===== src/hdl/packed_pixel_to_rgb_converter_core_macros.svh =====
// Assertion helpers used by the converter's back stage (ppr_back).
`ifndef PACKED_PIXEL_TO_RGB_CONVERTER_CORE_MACROS_SVH
`define PACKED_PIXEL_TO_RGB_CONVERTER_CORE_MACROS_SVH

// Check a property on every rising clock edge outside reset.
`define PPR_ASSERT(lbl, prop, msg) \
  lbl: assert property (@(posedge clk) disable iff (rst) (prop)) else $error(msg);

// Check that a condition implies another one in the following cycle.
`define PPR_ASSERT_NEXT(lbl, cond, prop, msg) \
  lbl: assert property (@(posedge clk) disable iff (rst) (cond) |=> (prop)) else $error(msg);

`endif


===== src/hdl/ppr_pkg.sv =====
package ppr_pkg;

  typedef enum logic [1:0] {
    FMT_MONO   = 2'd0,
    FMT_DUAL   = 2'd1,
    FMT_PACKED = 2'd2,
    FMT_RGB565 = 2'd3
  } fmt_t;

  localparam logic [1:0] REG_SOURCE_FORMAT  = 2'd0;
  localparam logic [1:0] REG_PICTURE_WIDTH  = 2'd1;
  localparam logic [1:0] REG_PICTURE_HEIGHT = 2'd2;

  localparam int unsigned CFG_W = 11;

  localparam logic [23:0] RGB_WHITE = 24'hFFFFFF;
  localparam logic [23:0] RGB_LIGHT = 24'hAAAAAA;
  localparam logic [23:0] RGB_DARK  = 24'h777777;
  localparam logic [23:0] RGB_BLACK = 24'h000000;

  // Last pixel index of each source format.
  localparam logic [2:0] LAST_IDX_1BIT   = 3'd7;
  localparam logic [2:0] LAST_IDX_PACKED = 3'd1;
  localparam logic [2:0] LAST_IDX_RGB565 = 3'd0;

  // One classified input transaction waiting for expansion.
  typedef struct packed {
    fmt_t       fmt;
    logic [7:0] b0;
    logic [7:0] b1;
    logic [2:0] last_idx;
  } item_t;

  function automatic logic [23:0] gray_lookup(input logic [1:0] code);
    logic [23:0] rgb;
    unique case (code)
      2'd0:    rgb = RGB_WHITE;
      2'd1:    rgb = RGB_LIGHT;
      2'd2:    rgb = RGB_DARK;
      default: rgb = RGB_BLACK;
    endcase
    return rgb;
  endfunction

endpackage


===== src/hdl/ppr_front.sv =====
module ppr_front (
  input  logic            clk,
  input  logic            rst,
  input  ppr_pkg::fmt_t   source_format,
  input  logic            in_valid,
  output logic            in_ready,
  input  logic [7:0]      plane0_byte,
  input  logic [7:0]      plane1_byte,
  output logic            q_valid,
  output ppr_pkg::item_t  q_head,
  input  logic            q_pop
);

  ppr_pkg::item_t entries [2];
  ppr_pkg::item_t new_item;
  logic           wr_ptr;
  logic           rd_ptr;
  logic [1:0]     count;
  logic           push;

  // Tag each transaction with the last pixel index its format implies.
  always_comb begin
    new_item.fmt = source_format;
    new_item.b0  = plane0_byte;
    new_item.b1  = plane1_byte;
    unique case (source_format)
      ppr_pkg::FMT_MONO,
      ppr_pkg::FMT_DUAL:   new_item.last_idx = ppr_pkg::LAST_IDX_1BIT;
      ppr_pkg::FMT_PACKED: new_item.last_idx = ppr_pkg::LAST_IDX_PACKED;
      default:             new_item.last_idx = ppr_pkg::LAST_IDX_RGB565;
    endcase
  end

  // Hold ready low during reset so no transaction is taken and then lost.
  assign in_ready = !rst && (count != 2'd2);
  assign push     = in_valid && in_ready;
  assign q_valid  = (count != 2'd0);
  assign q_head   = entries[rd_ptr];

  always_ff @(posedge clk) begin
    if (push) begin
      entries[wr_ptr] <= new_item;
    end
  end

  always_ff @(posedge clk) begin
    if (rst) begin
      wr_ptr <= 1'b0;
      rd_ptr <= 1'b0;
      count  <= 2'd0;
    end else begin
      if (push) begin
        wr_ptr <= ~wr_ptr;
      end
      if (q_pop) begin
        rd_ptr <= ~rd_ptr;
      end
      unique case ({push, q_pop})
        2'b10:   count <= count + 2'd1;
        2'b01:   count <= count - 2'd1;
        default: count <= count;
      endcase
    end
  end

endmodule


===== src/hdl/ppr_back.sv =====
`include "packed_pixel_to_rgb_converter_core_macros.svh"

module ppr_back #(
  parameter int MAX_WIDTH  = 1024,
  parameter int MAX_HEIGHT = 1024
) (
  input  logic                       clk,
  input  logic                       rst,
  input  logic [ppr_pkg::CFG_W-1:0]  picture_width,
  input  logic [ppr_pkg::CFG_W-1:0]  picture_height,
  input  logic                       q_valid,
  input  ppr_pkg::item_t             q_head,
  output logic                       q_pop,
  output logic                       out_valid,
  input  logic                       out_ready,
  output logic [23:0]                pixel_rgb,
  output logic                       last_of_item,
  output logic                       end_of_frame
);

  localparam int CW = $clog2(MAX_WIDTH);
  localparam int RW = $clog2(MAX_HEIGHT);
  localparam int DW = (CW + 1 > ppr_pkg::CFG_W) ? CW + 1 : ppr_pkg::CFG_W;
  localparam int DH = (RW + 1 > ppr_pkg::CFG_W) ? RW + 1 : ppr_pkg::CFG_W;

  logic [CW-1:0] col;
  logic [RW-1:0] row;
  logic [2:0]    k;
  logic [DW-1:0] w_eff;
  logic [DH-1:0] h_eff;
  logic [DW-1:0] col_inc;
  logic [DH-1:0] row_inc;
  logic          row_end;
  logic          eof;
  logic          fire;
  logic          last;
  logic [2:0]    sh;
  logic [3:0]    nib;
  logic [23:0]   rgb;

  // Clamp the dimensions to 1..max.
  always_comb begin
    priority if (picture_width == '0) begin
      w_eff = DW'(1);
    end else if (DW'(picture_width) > DW'(MAX_WIDTH)) begin
      w_eff = DW'(MAX_WIDTH);
    end else begin
      w_eff = DW'(picture_width);
    end
    priority if (picture_height == '0) begin
      h_eff = DH'(1);
    end else if (DH'(picture_height) > DH'(MAX_HEIGHT)) begin
      h_eff = DH'(MAX_HEIGHT);
    end else begin
      h_eff = DH'(picture_height);
    end
  end

  assign col_inc = DW'(col) + DW'(1);
  assign row_inc = DH'(row) + DH'(1);
  assign row_end = (col_inc >= w_eff);
  assign eof     = row_end && (row_inc >= h_eff);

  assign sh  = 3'(3'd7 - k);
  assign nib = (k == 3'd0) ? q_head.b0[7:4] : q_head.b0[3:0];

  always_comb begin
    unique case (q_head.fmt)
      ppr_pkg::FMT_MONO: begin
        rgb = q_head.b0[sh] ? ppr_pkg::RGB_BLACK : ppr_pkg::RGB_WHITE;
      end
      ppr_pkg::FMT_DUAL: begin
        rgb = ppr_pkg::gray_lookup({q_head.b0[sh], q_head.b1[sh]});
      end
      ppr_pkg::FMT_PACKED: begin
        rgb = {{8{nib[3]}}, {8{nib[2]}}, {8{nib[1]}}};
      end
      default: begin
        rgb = {q_head.b0[7:3], 3'b000,
               q_head.b0[2:0], q_head.b1[7:5], 2'b00,
               q_head.b1[4:0], 3'b000};
      end
    endcase
  end

  // The 1-bit formats stop at row end, packed stops at frame end, RGB565 after one pixel.
  always_comb begin
    last = (k == q_head.last_idx);
    unique case (q_head.fmt)
      ppr_pkg::FMT_MONO,
      ppr_pkg::FMT_DUAL:   last = last || row_end;
      ppr_pkg::FMT_PACKED: last = last || eof;
      default:             last = 1'b1;
    endcase
  end

  assign fire  = q_valid && (!out_valid || out_ready);
  assign q_pop = fire && last;

  always_ff @(posedge clk) begin
    if (fire) begin
      pixel_rgb    <= rgb;
      last_of_item <= last;
      end_of_frame <= eof;
    end
  end

  always_ff @(posedge clk) begin
    if (rst) begin
      out_valid <= 1'b0;
      col       <= '0;
      row       <= '0;
      k         <= '0;
    end else begin
      if (fire) begin
        out_valid <= 1'b1;
        k         <= last ? 3'd0 : k + 3'd1;
        if (row_end) begin
          col <= '0;
          row <= eof ? '0 : row_inc[RW-1:0];
        end else begin
          col <= col_inc[CW-1:0];
        end
      end else if (out_ready) begin
        out_valid <= 1'b0;
      end
    end
  end

  `PPR_ASSERT(a_idx_in_range, !q_valid || (k <= q_head.last_idx), "pixel index past item end")
  `PPR_ASSERT(a_eof_is_last, !out_valid || !end_of_frame || last_of_item, "frame end not item end")
  `PPR_ASSERT(a_col_bound, DW'(col) < DW'(MAX_WIDTH), "column counter out of range")
  `PPR_ASSERT_NEXT(a_eof_wrap, fire && eof, (col == '0) && (row == '0), "counters did not wrap")

endmodule


===== src/hdl/packed_pixel_to_rgb_converter_core.sv =====
// A transaction's first pixel passes through a queue entry, then the output register.
// Throughput: one pixel per cycle from the expansion stage unless the output
// stalls; a transaction yields 1 pixel (R5G6B5), 1-2 (packed 4-bit) or 1-8 (1-bit, up to row end).
// A 2-entry queue lets input run ahead while the expansion stage is busy.
// Reset (rst, synchronous): empties the queue and output, zeroes the counters,
// and restores format mono, width 128, height 64.
module packed_pixel_to_rgb_converter_core #(
  parameter int MAX_WIDTH  = 1024,
  parameter int MAX_HEIGHT = 1024
) (
  input  logic                      clk,
  input  logic                      rst,
  input  logic                      cfg_valid,
  output logic                      cfg_ready,
  input  logic [1:0]                cfg_index,
  input  logic [ppr_pkg::CFG_W-1:0] cfg_data,
  input  logic                      in_valid,
  output logic                      in_ready,
  input  logic [7:0]                plane0_byte,
  input  logic [7:0]                plane1_byte,
  output logic                      out_valid,
  input  logic                      out_ready,
  output logic [23:0]               pixel_rgb,
  output logic                      last_of_item,
  output logic                      end_of_frame
);

  ppr_pkg::fmt_t              source_format;
  logic [ppr_pkg::CFG_W-1:0]  picture_width;
  logic [ppr_pkg::CFG_W-1:0]  picture_height;
  logic                       q_valid;
  logic                       q_pop;
  ppr_pkg::item_t             q_head;

  // Configuration writes are never stalled and take effect at the next clock edge; hold ready low during reset.
  assign cfg_ready = !rst;

  always_ff @(posedge clk) begin
    if (rst) begin
      source_format  <= ppr_pkg::FMT_MONO;
      picture_width  <= ppr_pkg::CFG_W'(128);
      picture_height <= ppr_pkg::CFG_W'(64);
    end else if (cfg_valid) begin
      unique case (cfg_index)
        ppr_pkg::REG_SOURCE_FORMAT:  source_format  <= ppr_pkg::fmt_t'(cfg_data[1:0]);
        ppr_pkg::REG_PICTURE_WIDTH:  picture_width  <= cfg_data;
        ppr_pkg::REG_PICTURE_HEIGHT: picture_height <= cfg_data;
        default: begin
          // drop writes to unmapped indexes
        end
      endcase
    end
  end

  // Front: accept and classify transactions into the queue.
  ppr_front u_front (
    .clk           (clk),
    .rst           (rst),
    .source_format (source_format),
    .in_valid      (in_valid),
    .in_ready      (in_ready),
    .plane0_byte   (plane0_byte),
    .plane1_byte   (plane1_byte),
    .q_valid       (q_valid),
    .q_head        (q_head),
    .q_pop         (q_pop)
  );

  // Back: expand the queue head one pixel per cycle unless the output stalls, and track position.
  ppr_back #(
    .MAX_WIDTH  (MAX_WIDTH),
    .MAX_HEIGHT (MAX_HEIGHT)
  ) u_back (
    .clk            (clk),
    .rst            (rst),
    .picture_width  (picture_width),
    .picture_height (picture_height),
    .q_valid        (q_valid),
    .q_head         (q_head),
    .q_pop          (q_pop),
    .out_valid      (out_valid),
    .out_ready      (out_ready),
    .pixel_rgb      (pixel_rgb),
    .last_of_item   (last_of_item),
    .end_of_frame   (end_of_frame)
  );

endmodule


===== config.mk =====
export PLATFORM = sky130hd
export DESIGN_NAME = packed_pixel_to_rgb_converter_core
export DESIGN_NICKNAME = d
export VERILOG_FILES = /design/src/hdl/ppr_pkg.sv /design/src/hdl/ppr_front.sv /design/src/hdl/ppr_back.sv /design/src/hdl/packed_pixel_to_rgb_converter_core.sv
export VERILOG_INCLUDE_DIRS = /design/src /design/src/hdl
export SDC_FILE = /design/constraint.sdc
export NUM_CORES = 1
export LEC_CHECK = 0
export ABC_CLOCK_PERIOD_IN_PS = 10600
export BUFFER_PORTS_ARGS = -buffer_cell sky130_fd_sc_hd__buf_4
export CAP_MARGIN = 15
export CORE_ASPECT_RATIO = 1.4
export CORE_MARGIN = 3
export CORE_UTILIZATION = 45
export CTS_CLUSTER_SIZE = 24
export DETAILED_ROUTE_END_ITERATION = 7
export PLACE_DENSITY = 0.74
export SLEW_MARGIN = 10
export SYNTH_ARGS = -nofsm -noshare
export SYNTH_HDL_FRONTEND = slang
export SYNTH_SLANG_ARGS = --single-unit

===== constraint.sdc =====
create_clock -name clk -period 10.6 [get_ports clk]
set_input_delay 2.12 -clock clk [delete_from_list [all_inputs] [get_ports clk]]
set_output_delay 2.12 -clock clk [all_outputs]
set_load 0.03 [all_outputs]

# Word-level counts from Yosys, hierarchy flattened

Memory sizes are Yosys's and may differ from the RTL's. A register that Yosys moved wholly into a read port is not among the register bits.
Index checks and enable logic that the tools add are counted.

Register bits: 78
Bits in writable memories: 42
Input bits: 34
Logic and storage cells: 89
Memories: 1

Add/sub/neg operators: 6
Magnitude comparators: 5
Eq/ne operators: 12
Multiplexer cells: 24
Bitwise gates (word level): 2
Reductions and logical operators: 26

Memory list:

| name            | depth | bits a word | read ports | clocked after Yosys merged registers in | wr ports | line            | source |
|---|---|---|---|---|---|---|---|
| u_front.entries | 2     | 21          | 1          | 1                                       | 1        | ppr_front.sv:14 | `ppr_pkg::item_t entries [2];` |

Operators with widths:

| operator              | count |
|---|---|
| $pmux 24 s3           | 2 |
| $mux 11               | 4 |
| $mux 24               | 1 |
| $add 10x1->11 const B | 2 |
| $ge 11x11->1          | 2 |
| $gt 11x11->1 const B  | 2 |
| $logic_not 11->1      | 2 |
| $mux 10               | 2 |
| $eq 2x1->1 const B    | 5 |
| $eq 2x2->1 const B    | 5 |
| $logic_not 2->1       | 4 |
| $mux 1                | 8 |
| $reduce_and 2->1      | 4 |
| $bmux 1 s3            | 2 |
| $pmux 3 s2            | 1 |
| $reduce_bool 2->1     | 3 |
| $logic_and 1x1->1     | 5 |
| $lt 3x4->1 const B    | 1 |
| $mux 4                | 1 |
| $pmux 2 s2            | 1 |
| $reduce_or 2->1       | 2 |
| $add 3x1->3 const B   | 1 |
| $eq 3x3->1            | 1 |
| $logic_not 3->1       | 1 |
| 9 further kinds       | 13 |

# Depth between registers and ports, before layout

Depth in word-level cells: 10
Mapped depth: 16

# Modules after synthesis

A second synthesis with hierarchy kept.

Cells, all modules: 523
Area total of the unflattened synthesis: 5841.9 µm²

By module, submodules not included:

| module                             | instances | cells an instance | area each (µm²) | seq. area each (µm²) |
|---|---|---|---|---|
| ppr_back                           | 1         | 336               | 3158.0          | 1201.2 |
| ppr_front                          | 1         | 90                | 1670.4          | 1301.2 |
| packed_pixel_to_rgb_converter_core | 1         | 97                | 1013.5          | 480.5 |

# Least setup slack after synthesis

OpenSTA, ideal clock, no wires.

Path type: in2out
Start point: in rst
End point: out cfg_ready
Arrival time: 2876 ps
Data required time: 8480 ps
Slack: 5604 ps
Cell stages on the path: 3
Path through: clkbuf_1 > clkinv_1 > clkbuf_1

Cells in the longest elaborated chain, start to end: 1

RTL lines:

| what            | line                                     | source |
|---|---|---|
| from (decl)     | packed_pixel_to_rgb_converter_core.sv:12 | `input logic rst,` |
| $logic_not 1->1 | packed_pixel_to_rgb_converter_core.sv:36 | `assign cfg_ready = !rst;` |
| to (decl)       | packed_pixel_to_rgb_converter_core.sv:14 | `output logic cfg_ready,` |

No other way between the ends.

# Worst setup path in the final report

Same ends and word-level chain as after synthesis.

==> results.cfg <==
[floorplanning]
fp.coreArea_um2 = 12400
initial_core_util_pct = 46.0
fp.dieW_um = 101
boundaryPins = 63
die_area_um2 = 14100
rows = 48
fp.dieH_um = 139

[logic_synthesis]
ys_types = 59
ys_ff_latch = 117
synth_area_um2 = 5690
synth_top_cell_by_area = edfxtp_1
synth_most_common_cell = edfxtp_1
synthArstFlopShare_pct = 0
synthFlopType = edfxtp_1
syn_area_per_cell_um2 = 11.0
synth_top_area_share_pct = 33.8
synth_warnings = 0
synth_area_leaders = edfxtp_1, dfxtp_1, mux2i_1
synth_edf_count = 64
seq_area_frac_synth_pct = 52.4
ys_top_cells_by_count = edfxtp_1, dfxtp_1, nand2_1
syn_nets = 578
synth_cells = 517

[critical_path]
r2r-start = u_back.row[0]
endpoint_kind = output port
worstPathArrival_ps = 3600
cp_slowest_cell = clkinv_1
cp-endpoint = cfg_ready
crit_type = in2out
reg2reg_slack_ps = 6450
r2r_cells = 15
crit_path_frequent_cell = buf_4
cp_max_fo = 52
crit_required_ps = 8480
slowest_delay_ps = 640
cp_cell_sequence = buf_4, clkinv_1, buf_4
reg2reg_to = u_front.count[1]
critPathLaunch = rst
worstSetupStartpointType = input port

[place]
gp_congestion = 0.814
place_ws_ps = 4900
hpwlAfterDp_um = 8520
port_buffers = 62

[pwr]
cellPowerDensity_nw_per_um2 = 218
power_frac_seq_pct = 39.1
netSwitchingFraction_pct = 30.4
p_leak_nw = 2.72
p_int_mw = 1.03
switching_power_mw = 0.451
clkPwrFrac_pct = 36.1
ir_drop_mv = 0.133
pwr-share-comb_pct = 24.8

[clock_network]
cts_made_buffers = 17
htree_levels = 4
ctsHoldBuffers = 0
cts-root-buf = clkbuf_16
insertion_delay_ps = 410
cts_setup_buffers = 0
cts-resized-gates = 0
clock_path_buffers = 2
clk_pin_slew_worst_paths_ps = 50
clock-sinks = 117
cts_tree = done

[sta]
relSlewSlack_pct = 36.1
finalSetupTns_ps = 0
timing.final.crit_share_pct = 53.9
worst_pin_slew_ps = 959
rsz0062_at_grt = false
hold_viol = 0
fmax_ghz = 0.175
setup_violations = 0
final_max_slew_viol_count = 0
finalWorstSetupSlack_ps = 4880
post-route-min-period_ps = 5720
clock_skew_ps = 9.73

[grt]
antenna_found_initial = 0
grt_pass1_vias = 4222
gr-total-overflow = 0
grt.total_usage_pct = 17.8
grt_pass1_wl_um = 19800
grt_max_degree = 53

[final_layout]
fin_nets = 639
drive_gt1_share_pct = 17.4
regArea_um2 = 2980
multi_input_area_um2 = 2530
fillers = 1050
syn2layout_area_growth_pct = 19.6
n_antenna_cell = 0

[routing]
vias_per_cell = 5.63
ant_nets = 0
drt-total-wl_um = 12000
num_vias = 4175
dr.first_iter.drc_count = 266
wl_per_cell_um = 16.2
firstDrtPassIters = 5
drc = 0

[outcome]
status = finished clean

[flow_run]
maxCapViolCount = 0

[min_path]
hold_class = reg2reg
==> per-layer routing <==
layer / part of all wire [%] / vias to the layer above / GRT usage (%)
met3: 4.9 / 15 / 3.42
li1: - / 2043 / -
met4: 1.4 / 0 / 8.12
met5: 0 / - / 0
met2: 55 / 106 / 32.8
met1: 39 / 2011 / 19.0
==> how the worst min path moves through the flow <==
stage / cells after the start / start / slack (ps) / to
finish: 0 / source_format[1] / 480 / u_front.entries[0][20]
global route: 0 / source_format[1] / 500 / u_front.entries[0][20]
CTS: 0 / source_format[1] / 480 / u_front.entries[1][20]
detailed placement: 0 / source_format[1] / 470 / u_front.entries[0][20]
global placement: 0 / source_format[1] / 460 / u_front.entries[0][20]
floorplan: 0 / source_format[0] / 450 / u_front.entries[0][19]
==> power by group through the flow <==
stage | sequential [mW] | clock [mW] | combinational, mW
3_3_place_gp | 0.585 | 0 | 0.355
6_report | 0.579 | 0.536 | 0.367
2_1_floorplan | 0.641 | 0 | 0.213
3_5_place_dp | 0.588 | 0 | 0.366
5_1_grt | 0.584 | 0.560 | 0.398
4_1_cts | 0.579 | 0.540 | 0.367
==> critical path: cells and delay by family <==
family | cells | cell delay [ps]
buffers and inverters | 3 | 1450
==> cell type report <==
class                      count  share of cell area, %
tap                          150                   2.76
multi-input combinational    364                   37.2
clock buffer                  22                   7.11
inverter                      12                  0.662
sequential                   117                   43.8
timing repair buffer          66                   7.28
clock inverter                10                   1.16
==> state kept, by name, summed over array words and instances, names as in the netlist, 2 cells and up, named ones only <==
register / cells
u_front.entries: 40
u_back.pixel_rgb: 22
picture_height: 11
picture_width: 11
u_back.col: 10
u_back.row: 10
u_back.k: 3
source_format: 2
u_front.count: 2
==> cell families after synthesis <==
family,count (synthesis),synth area share (%)
flip-flops,117,52.4
adder cells (fa/ha/maj),27,5.93
AND/OR/NAND/NOR,177,15.2
XOR/XNOR,20,3.08
AO/OA/AOI/OAI,92,11.0
multiplexers,48,9.27
buffers and inverters,36,3.10
==> placed cells by master (no fill, tap or decap), types with 3 or more instances in the layout <==
cell type	instances
nand4_1	3
and3_1	10
nand2b_1	4
a31oi_1	3
dfxtp_1	53
clkbuf_16	17
nor4_1	6
a32o_1	7
nor2_1	40
nor3b_1	6
inv_1	9
nand3_1	27
xor2_1	10
nor3_1	5
nand3b_1	3
and2_1	10
edfxtp_1	64
a21oi_1	26
o21ai_1	3
buf_4	66
o211ai_1	11
o21ai_0	24
nand2_1	51
xnor2_1	10
clkinv_2	3
mux2i_1	43
clkinv_1	6
ha_1	27
clkinvlp_4	3
clkbuf_8	4
==> through the flow <==
stage                     total power [mW]  instance area [µm²]  cells  utilization, %  hold WS (ps)
after detailed placement             0.954                 6240    709            50.5           471
after CTS                             1.49                 6810    741            55.0           483
final                                 1.48                 6810    741            55.0           480
after floorplan                      0.854                 5690    517               -           447
after global routing                  1.54                 6810    741            55.0           504
after global placement               0.941                 6240    709            50.5           460
(Power assumes the default switching activity.)
